File: src/rtl/dnd_pkg.sv
// types, constants and calendar tables for the date next-day / weekday pipeline
// used by dnd_calendar, dnd_ordinal and date_next_day_and_weekday
package dnd_pkg;

  localparam int BaseYearInt = 1900;

  localparam logic [11:0] BASE_YEAR = 12'(BaseYearInt);
  localparam logic [12:0] LAST_YEAR = 13'd4095;

  // leap years in 1 .. BASE_YEAR-1
  localparam int LeapsBase = (BaseYearInt - 1) / 4 - (BaseYearInt - 1) / 100
                             + (BaseYearInt - 1) / 400;
  // absolute day number of the day before BASE_YEAR-01-01, mod 7
  localparam int OriginMod7 = (365 * (BaseYearInt - 1) + LeapsBase) % 7;

  localparam logic [10:0] LEAPS_BASE   = 11'(LeapsBase);
  localparam logic [5:0]  ORIGIN_MOD7  = 6'(OriginMod7);
  localparam logic [12:0] RECIP100     = 13'd5243;
  localparam int          RECIP_SHIFT  = 19;
  localparam logic [3:0]  MONTH_JAN    = 4'd1;
  localparam logic [3:0]  MONTH_FEB    = 4'd2;
  localparam logic [3:0]  MONTH_DEC    = 4'd12;

  typedef struct packed {
    logic [4:0]  in_day;
    logic [3:0]  in_month;
    logic [11:0] in_year;
  } dnd_in_req_t;

  typedef struct packed {
    logic        date_valid;
    logic [4:0]  next_day;
    logic [3:0]  next_month;
    logic [12:0] next_year;
    logic [19:0] day_ordinal;
    logic [2:0]  next_weekday;
  } dnd_out_res_t;

  typedef struct packed {
    logic load_a;
    logic load_b;
  } dnd_stage_en_t;

  typedef struct packed {
    logic        date_ok;
    logic [4:0]  day;
    logic [3:0]  month;
    logic [11:0] year;
    logic [4:0]  mlen;
    logic [8:0]  doy_base;
    logic [19:0] days365;
    logic [10:0] leaps_rel;
  } dnd_cal_t;

  function automatic logic [4:0] dnd_month_days(input logic [3:0] m, input logic leap);
    logic [4:0] len;
    case (m)
      4'd1, 4'd3, 4'd5, 4'd7, 4'd8, 4'd10, 4'd12: len = 5'd31;
      4'd4, 4'd6, 4'd9, 4'd11:                   len = 5'd30;
      4'd2:                                      len = leap ? 5'd29 : 5'd28;
      default:                                   len = 5'd0;
    endcase
    return len;
  endfunction

  function automatic logic [8:0] dnd_days_before(input logic [3:0] m);
    logic [8:0] db;
    case (m)
      4'd1:    db = 9'd0;
      4'd2:    db = 9'd31;
      4'd3:    db = 9'd59;
      4'd4:    db = 9'd90;
      4'd5:    db = 9'd120;
      4'd6:    db = 9'd151;
      4'd7:    db = 9'd181;
      4'd8:    db = 9'd212;
      4'd9:    db = 9'd243;
      4'd10:   db = 9'd273;
      4'd11:   db = 9'd304;
      4'd12:   db = 9'd334;
      default: db = 9'd0;
    endcase
    return db;
  endfunction

endpackage

File: src/rtl/date_next_day_and_weekday.sv
// top level of the date next-day / weekday pipeline: handshake and stage valids
// depends on dnd_pkg, dnd_calendar, dnd_ordinal
//
//   channel   ports                          payload
//   input     in_valid, in_ready, in_req     dnd_in_req_t (day, month, year)
//   result    out_valid, out_ready, out_res  dnd_out_res_t
//
// one request per cycle sustained while the output is not stalled; a result is
// offered once its request has passed the four register stages
// each stage advances when it is empty or the stage after it advances,
// so bubbles close up and a stalled output holds every stage behind it
// rst_n (synchronous) clears the stage valids only
module date_next_day_and_weekday import dnd_pkg::*; (
  input  logic         clk,
  input  logic         rst_n,
  input  logic         in_valid,
  output logic         in_ready,
  input  dnd_in_req_t  in_req,
  output logic         out_valid,
  input  logic         out_ready,
  output dnd_out_res_t out_res
);

  logic [3:0]    vld_r, vld_nxt;
  logic [3:0]    adv;
  dnd_stage_en_t en_cal, en_ord;
  dnd_cal_t      cal;

  always_comb begin
    adv[3]  = !vld_r[3] || out_ready;
    adv[2]  = !vld_r[2] || adv[3];
    adv[1]  = !vld_r[1] || adv[2];
    adv[0]  = !vld_r[0] || adv[1];
    vld_nxt = vld_r;
    if (adv[0]) vld_nxt[0] = in_valid;
    if (adv[1]) vld_nxt[1] = vld_r[0];
    if (adv[2]) vld_nxt[2] = vld_r[1];
    if (adv[3]) vld_nxt[3] = vld_r[2];
    en_cal.load_a = adv[0];
    en_cal.load_b = adv[1];
    en_ord.load_a = adv[2];
    en_ord.load_b = adv[3];
  end

  always_ff @(posedge clk) begin
    if (!rst_n) begin
      vld_r <= '0;
    end else begin
      vld_r <= vld_nxt;
    end
  end

  dnd_calendar u_calendar (
    .clk (clk),
    .en  (en_cal),
    .req (in_req),
    .cal (cal)
  );

  dnd_ordinal u_ordinal (
    .clk (clk),
    .en  (en_ord),
    .cal (cal),
    .res (out_res)
  );

  assign in_ready  = adv[0];
  assign out_valid = vld_r[3];

  a_accept_enters: assert property (@(posedge clk) disable iff (!rst_n)
    in_valid && in_ready |=> vld_r[0])
    else $error("accepted request did not enter first stage");

  a_invalid_zero: assert property (@(posedge clk) disable iff (!rst_n)
    out_valid && !out_res.date_valid |-> (out_res.day_ordinal == 20'd0)
      && (out_res.next_day == 5'd0) && (out_res.next_year == 13'd0))
    else $error("invalid date gave nonzero result");

  a_valid_sane: assert property (@(posedge clk) disable iff (!rst_n)
    out_valid && out_res.date_valid |-> (out_res.next_weekday <= 3'd6)
      && (out_res.day_ordinal != 20'd0) && (out_res.next_day != 5'd0)
      && (out_res.next_month >= MONTH_JAN) && (out_res.next_month <= MONTH_DEC))
    else $error("valid date gave out-of-range result");

  a_stall_holds: assert property (@(posedge clk) disable iff (!rst_n)
    vld_r[3] && !out_ready |=> vld_r[3] && $stable(out_res))
    else $error("stalled result changed");

endmodule

File: src/rtl/dnd_calendar.sv
// first two pipeline stages: range check, year/100 by reciprocal, leap rule,
// month length, day-of-year base and whole-year day counts
// depends on dnd_pkg
module dnd_calendar import dnd_pkg::*; (
  input  logic          clk,
  input  dnd_stage_en_t en,
  input  dnd_in_req_t   req,
  output dnd_cal_t      cal
);

  // stage 1
  logic [4:0]  day1_r, day1_nxt;
  logic [3:0]  month1_r, month1_nxt;
  logic [11:0] year1_r, year1_nxt;
  logic [24:0] prod1_r, prod1_nxt;
  logic [19:0] days365_1_r, days365_1_nxt;
  logic        range_ok1_r, range_ok1_nxt;
  logic [11:0] ym1;
  logic [11:0] dy;

  // stage 2
  dnd_cal_t    cal2_r, cal2_nxt;
  logic [5:0]  q100;
  logic [5:0]  q100_inc;
  logic [11:0] rem100;
  logic        century;
  logic        leap;
  logic [4:0]  mlen;

  function automatic logic [9:0] ym1_quarter(input logic [11:0] y);
    logic [11:0] ym;
    ym = y - 12'd1;
    return ym[11:2];
  endfunction

  always_comb begin
    ym1           = req.in_year - 12'd1;
    dy            = req.in_year - BASE_YEAR;
    day1_nxt      = req.in_day;
    month1_nxt    = req.in_month;
    year1_nxt     = req.in_year;
    prod1_nxt     = {13'd0, ym1} * {12'd0, RECIP100};
    days365_1_nxt = {8'd0, dy} * 20'd365;
    range_ok1_nxt = (req.in_month >= MONTH_JAN) && (req.in_month <= MONTH_DEC)
                    && (req.in_year >= BASE_YEAR) && ({1'b0, req.in_year} <= LAST_YEAR)
                    && (req.in_day != 5'd0);
  end

  always_ff @(posedge clk) begin
    if (en.load_a) begin
      day1_r      <= day1_nxt;
      month1_r    <= month1_nxt;
      year1_r     <= year1_nxt;
      prod1_r     <= prod1_nxt;
      days365_1_r <= days365_1_nxt;
      range_ok1_r <= range_ok1_nxt;
    end
  end

  // q100 is (year-1)/100; year is a century exactly when (year-1) mod 100 is 99
  always_comb begin
    q100     = prod1_r[RECIP_SHIFT +: 6];
    q100_inc = q100 + 6'd1;
    rem100   = (year1_r - 12'd1) - ({6'd0, q100} * 12'd100);
    century  = (rem100 == 12'd99);
    leap     = (year1_r[1:0] == 2'b00) && (!century || (q100_inc[1:0] == 2'b00));
    mlen     = dnd_month_days(month1_r, leap);

    cal2_nxt.date_ok   = range_ok1_r && (day1_r <= mlen);
    cal2_nxt.day       = day1_r;
    cal2_nxt.month     = month1_r;
    cal2_nxt.year      = year1_r;
    cal2_nxt.mlen      = mlen;
    cal2_nxt.doy_base  = dnd_days_before(month1_r)
                         + {8'd0, (month1_r > MONTH_FEB) && leap};
    cal2_nxt.days365   = days365_1_r;
    cal2_nxt.leaps_rel = {1'b0, ym1_quarter(year1_r)} - {5'd0, q100}
                         + {7'd0, q100[5:2]} - LEAPS_BASE;
  end

  always_ff @(posedge clk) begin
    if (en.load_b) begin
      cal2_r <= cal2_nxt;
    end
  end

  assign cal = cal2_r;

endmodule

File: src/rtl/dnd_ordinal.sv
// last two pipeline stages: ordinal day sum and following date,
// then weekday by folding the ordinal mod 7 and zeroing invalid dates
// depends on dnd_pkg
module dnd_ordinal import dnd_pkg::*; (
  input  logic          clk,
  input  dnd_stage_en_t en,
  input  dnd_cal_t      cal,
  output dnd_out_res_t  res
);

  // stage 3
  logic        ok3_r, ok3_nxt;
  logic [19:0] ord3_r, ord3_nxt;
  logic [4:0]  nday3_r, nday3_nxt;
  logic [3:0]  nmonth3_r, nmonth3_nxt;
  logic [12:0] nyear3_r, nyear3_nxt;
  logic        last_day;

  // stage 4
  dnd_out_res_t res4_r, res4_nxt;
  logic [5:0]   grp_sum;
  logic [3:0]   fold;
  logic [2:0]   wday;

  always_comb begin
    last_day    = (cal.day == cal.mlen);
    ok3_nxt     = cal.date_ok;
    ord3_nxt    = cal.days365 + {9'd0, cal.leaps_rel} + {11'd0, cal.doy_base}
                  + {15'd0, cal.day};
    nday3_nxt   = last_day ? 5'd1 : cal.day + 5'd1;
    nmonth3_nxt = cal.month;
    nyear3_nxt  = {1'b0, cal.year};
    if (last_day) begin
      if (cal.month == MONTH_DEC) begin
        nmonth3_nxt = MONTH_JAN;
        nyear3_nxt  = {1'b0, cal.year} + 13'd1;
      end else begin
        nmonth3_nxt = cal.month + 4'd1;
      end
    end
  end

  always_ff @(posedge clk) begin
    if (en.load_a) begin
      ok3_r     <= ok3_nxt;
      ord3_r    <= ord3_nxt;
      nday3_r   <= nday3_nxt;
      nmonth3_r <= nmonth3_nxt;
      nyear3_r  <= nyear3_nxt;
    end
  end

  // 8 is 1 mod 7, so 3-bit groups add up to the same residue
  always_comb begin
    grp_sum = {3'd0, ord3_r[2:0]} + {3'd0, ord3_r[5:3]} + {3'd0, ord3_r[8:6]}
              + {3'd0, ord3_r[11:9]} + {3'd0, ord3_r[14:12]} + {3'd0, ord3_r[17:15]}
              + {4'd0, ord3_r[19:18]} + ORIGIN_MOD7;
    fold    = {1'b0, grp_sum[5:3]} + {1'b0, grp_sum[2:0]};
    wday    = (fold >= 4'd7) ? 3'(fold - 4'd7) : fold[2:0];

    res4_nxt = '0;
    if (ok3_r) begin
      res4_nxt.date_valid   = 1'b1;
      res4_nxt.next_day     = nday3_r;
      res4_nxt.next_month   = nmonth3_r;
      res4_nxt.next_year    = nyear3_r;
      res4_nxt.day_ordinal  = ord3_r;
      res4_nxt.next_weekday = wday;
    end
  end

  always_ff @(posedge clk) begin
    if (en.load_b) begin
      res4_r <= res4_nxt;
    end
  end

  assign res = res4_r;

endmodule

File: config.mk
export PLATFORM = sky130hd
export DESIGN_NAME = date_next_day_and_weekday
export DESIGN_NICKNAME = d
export VERILOG_FILES = /design/src/rtl/dnd_pkg.sv /design/src/rtl/date_next_day_and_weekday.sv /design/src/rtl/dnd_calendar.sv /design/src/rtl/dnd_ordinal.sv
export SDC_FILE = /design/constraint.sdc
export NUM_CORES = 1
export LEC_CHECK = 0
export BUFFER_PORTS_ARGS = -buffer_cell sky130_fd_sc_hd__clkbuf_2
export CORE_MARGIN = 1.5
export CORE_UTILIZATION = 50
export CTS_BUF_LIST = sky130_fd_sc_hd__clkbuf_16
export CTS_CLUSTER_DIAMETER = 80
export DETAILED_ROUTE_END_ITERATION = 8
export GPL_TIMING_DRIVEN = 0
export PLACE_DENSITY = 0.71
export SETUP_SLACK_MARGIN = 0.3
export SYNTH_ARGS = -nofsm -noshare
export SYNTH_HDL_FRONTEND = slang
export SYNTH_SLANG_ARGS = --single-unit
File: constraint.sdc
create_clock -name clk -period 10.9 [get_ports clk]
set_input_delay 0 -clock clk [delete_from_list [all_inputs] [get_ports clk]]
set_output_delay 0 -clock clk [all_outputs]
set_load 0.05 [all_outputs]
Word-level counts from Yosys, hierarchy flattened
Memory sizes are Yosys's and may differ from the RTL's. A register that Yosys moved wholly into a read port is not among the register bits. Cells that the tools add are included.

Register bits: 227. Memory bits (read-only): 144. Logic and storage cells: 109. Memories: 1.

Memories: (name not given) (words 16, width 9, read ports 1, clocked after Yosys merged registers in 1, wr ports 0, RTL line dnd_pkg.sv:68) `case (m)`.

$add $sub $neg: 23. Multiply operators: 3. Magnitude comparators: 6. Equality and inequality tests: 15. Muxes and demuxes: 9. Reduce and logical (&&, ||, !) cells: 22.

Operator list (number): $mux 46 (1); $mul 12x13->25 const B (1); $add 6x3->6 (4); $eq 4x4->1 const B (6); $mux 12 (2); $sub 12x1->12 const B (2); $add 20x11->20 (1); $add 20x5->20 (1); $add 20x9->20 (1); $mul 12x9->20 const B (1); $eq 4x3->1 const B (4); $pmux 5 s3 (1); $add 12x1->13 const B (1); $eq 12x7->1 const B (1); $ge 12x11->1 const B (1); $mux 4 (3); $sub 12x11->12 const B (1); $sub 12x12->12 (1); $add 11x4->11 (1); $sub 10x6->11 (1); $sub 11x9->11 const B (1); $mul 6x5->10 const B (1); $add 9x1->9 (1); $add 3x3->4 (2); other kinds (23) (38).

Depth between registers and ports, before layout
Word-level depth: 10. Gate-level depth with buffers: 27. Depth with buffers taken out: 26.

By module
From an unflattened synthesis, not the netlist that was laid out.

Cell total of the unflattened synthesis: 1384. Area, all modules: 16031.6 µm².

By module, submodules not included: dnd_calendar (times used 1, cells each 929, area each 10486.3 µm²); dnd_ordinal (times used 1, cells each 438, area each 5381.4 µm²); date_next_day_and_weekday (times used 1, cells each 17, area each 163.9 µm²).

Least setup slack after synthesis
OpenSTA, ideal clock, no wires.

Kind: input port to flip-flop. Start: input in_req[0] (netlist bit). End: register u_calendar.prod1_r[24] (data pin). Arrival: 5.782 ns. Required time: 10.631 ns. Slack: 4.849 ns. Stages: 25. Cell sequence: clkbuf_1 nor2_1 nand2_1 or3_1 or4_1 xnor2_1 fa_1 xor2_1 ha_1 inv_1 fa_1 inv_1 fa_1 inv_1 fa_1 inv_1 ha_1 o21ai_0 o21ai_0 a41oi_1 a211oi_1 nand2_1 o21ai_0 o31ai_1 xor2_1.

Cells in the longest elaborated chain, start to end: 2.

RTL lines: from (decl) (RTL line date_next_day_and_weekday.sv:18) `input dnd_in_req_t in_req,`; $sub 12x1->12 (RTL line dnd_calendar.sv:37) `ym1 = req.in_year - 12'd1;`; $mul 12x13->25 (RTL line dnd_calendar.sv:42) `prod1_nxt = {13'd0, ym1} * {12'd0, RECIP100};`; net u_calendar.prod1_nxt[24] (RTL line dnd_calendar.sv:15) `logic [24:0] prod1_r, prod1_nxt;`; to (signal assigned) (RTL line dnd_calendar.sv:54) `prod1_r <= prod1_nxt;`; to (decl) (RTL line dnd_calendar.sv:15).

The timed path passes the listed nets, and every way through them passes these cells. A chain may end at the register's enable or synchronous reset.

Final worst setup path
Ends and elaborated chain as after synthesis.

==> results_dict.tcl <==
set metrics [dict create \
    place_hpwl_um 22200 \
    clk_pin_slew_ns 0.06 \
    cp.arrival_ns 7.19 \
    grt_max_degree 47 \
    cp.required_ns 11.14 \
    drc_errors 4 \
    worstSetupPathType "in2reg" \
    nNetsFinal 1802 \
    dieArea_um2 32400 \
    clockRootBuffer "clkbuf_16" \
    min_period_ns 6.95 \
    rows 64 \
    drv_slew 0 \
    fill_cells 2509 \
    ios 73 \
    synthFlopType "edfxtp_1" \
    relSlewSlack_pct 35.6 \
    clock_skew_ns 0.0169 \
    dr.pass1.iters 9 \
    initial_utilization_pct 51.0 \
    clockBufferDepth 3 \
    drive_above_1_share_pct 9.03 \
    port_buffers 72 \
    drt-total-wl_um 27600 \
    cts_tree "built" \
    synth.net_count 1677 \
    routabilityCongestion 0.859 \
    syn-cell-area_um2 15700 \
    place_ws_ns 3.97 \
    diodes 0 \
    timing.hold.ws_ns 0.236 \
    synth_cell_type_count 60 \
    startpoint_type "input port" \
    async_reset_ff_share_pct 0 \
    fmax_ghz 0.144 \
    syn_inst 1310 \
    tightest_slew_ns 0.965 \
    viasPerCell 5.12 \
    violations "design-rule violations" \
    antenna_found_initial 0 \
    mostFrequentLayoutCells "inv_1, ha_1, edfxtp_1" \
    h-tree-depth 1 \
    crit_fanout 8 \
    post-route-period-util_pct 63.7 \
    die_h_um 180 \
    rsz0062_at_grt "false" \
    clkSinkCount 211 \
    hold_viol_final 0 \
    syn_avg_cell_area_um2 12.0 \
    ys_seq_area_share_pct 39.6 \
    cap_viol_max_count 0 \
    wl_per_cell_um 15.0 \
    drt_iter0_drc 439 \
    setup_viol 0 \
    area_growth_pct 12.0 \
    grt_use_total_pct 17.9 \
    cp-end-kind "register" \
    grt_pass1_wl_um 47800 \
    core_area_um2 30700 \
    insertion_delay_ns 0.50 \
    drtAntennaViolNets 0 \
    synth_edf_count 198 \
    tns_ns 0 \
    die_x_um 180 \
    outcome "complete, but fails checks" \
    hp-class "in2reg" \
    grt_pass1_vias 9962 \
    cts-resized-gates 0 \
    cts_buffers 22 \
    final_common_cell "inv_1" \
    grt.overflow.total 0 \
    yosys_warnings 0 \
    ys_seq_elements 211 \
    setup_ws_ns 3.95 \
    vias 9443 \
]
## metal layers
layer  routed length (um)  track usage [%]
met5                    0                0
met3                 1090             2.08
met1                12400             23.2
met2                13800             32.4
met4                  420             3.83
## final timing paths
check	start	to	slack (ns)	depth (start not counted)
hold / removal	in_req[17]	u_calendar.day1_r[1]$_DFFE_PP_	0.24	2
setup reg to reg	u_ordinal.ord3_r[0]$_DFFE_PP_	u_ordinal.res[1]$_SDFFCE_PN0P_	5.56	16
hold reg to reg	u_calendar.days365_1_r[12]$_DFFE_PP_	u_calendar.cal[23]$_DFFE_PP_	0.42	0
setup / recovery	in_req[0]	u_calendar.prod1_r[24]$_DFFE_PP_	3.95	27
## worst max-delay path, cell delays in order
cell and delay (ns):
dlygate4sd3_1 0.53, clkbuf_2 0.17, clkbuf_1 0.24, nor2_1 0.18
nand2_1 0.11, or3_1 0.38, or4_1 0.44, xnor2_1 0.45
fa_1 0.56, xor2_1 0.17, ha_1 0.27, inv_1 0.05
fa_1 0.54, inv_1 0.06, fa_1 0.54, inv_1 0.06
fa_1 0.53, inv_1 0.04, ha_1 0.27, o21ai_0 0.10
o21ai_0 0.18, a41oi_1 0.14, a211oi_1 0.35, nand2_1 0.13
o21ai_0 0.38, o31ai_1 0.13, xor2_1 0.16
## Yosys cell counts (2+ instances only)
cell / instances / area [um^2]
a211oi_1: 6 / 45.0
a21boi_0: 3 / 22.5
a21o_1: 23 / 173
a21oi_1: 54 / 270
a221oi_1: 3 / 26.3
a22oi_1: 2 / 15.0
a31oi_1: 9 / 56.3
a41oi_1: 4 / 35.0
and2_1: 46 / 288
and3_1: 5 / 31.3
and4_1: 2 / 17.5
clkbuf_1: 9 / 33.8
dfxtp_1: 13 / 260
edfxtp_1: 198 / 5950
fa_1: 112 / 2240
ha_1: 230 / 2880
inv_1: 238 / 893
mux2_2: 3 / 33.8
mux2i_1: 5 / 50.1
nand2_1: 41 / 154
nand2b_1: 8 / 50.1
nand3_1: 10 / 50.1
nand4_1: 9 / 56.3
nand4_2: 2 / 25.0
nor2_1: 36 / 135
nor2b_1: 15 / 93.8
nor3_1: 10 / 50.1
nor3b_1: 2 / 15.0
nor4_1: 4 / 25.0
nor4_4: 2 / 42.5
o211a_1: 2 / 20.0
o211ai_1: 4 / 30.0
o21a_1: 10 / 75.1
o21ai_0: 32 / 160
o21bai_1: 9 / 67.6
o31ai_1: 4 / 30.0
or2_2: 3 / 18.8
or3_1: 2 / 12.5
or4_1: 3 / 22.5
xnor2_1: 75 / 657
xor2_1: 43 / 377
## sequential cells by signal, summed over array words and instances (netlist names), named ones only
name and flops:
u_ordinal.ord3_r 20, u_calendar.range_ok1_r 1, u_ordinal.res 46, u_calendar.day1_r 5
u_ordinal.nday3_r 5, u_calendar.days365_1_r 20, u_calendar.month1_r 4, u_ordinal.ok3_r 1
u_calendar.cal 63, u_calendar.year1_r 10, u_ordinal.nyear3_r 13, u_calendar.prod1_r 6
vld_r 4, u_ordinal.nmonth3_r 4
## cell type report
type / count / area, um^2 / share of cell area (%)
inverter: 238 / 893 / 5.09
sequential: 211 / 6210 / 35.3
tap: 396 / 495 / 2.82
clock buffer: 23 / 576 / 3.28
multi-input combinational: 851 / 8540 / 48.6
timing repair buffer: 101 / 681 / 3.88
buffer: 10 / 38.8 / 0.221
clock inverter: 16 / 129 / 0.734
## cells by family after synthesis
kind of cell,share of synthesized area [%]
AOI/OAI and AO/OA,7.08
adders and majority gates,32.7
and+or+nand+nor,7.38
xor gates and xnor gates,6.70
muxes,0.623
buffers and inverters,5.95
DFF,39.6
## through the flow
stage               utilization (%)  instances  cell area, um^2
floorplan                         -       1310            15700
global placement               53.8       1778            16500
detailed placement             54.0       1781            16600
CTS                            57.1       1846            17600
global route                   57.1       1846            17600
finish                         57.1       1846            17600
## what timing repair did
item | in CTS | in global routing
endpoints found under the hold margin | 27 | 0
buffers inserted | 0 | 0
hold buffers | 26 | 0
Power is not shown: default switching activity piles up to over one toggle a cycle in this logic, so the estimate is an artifact.
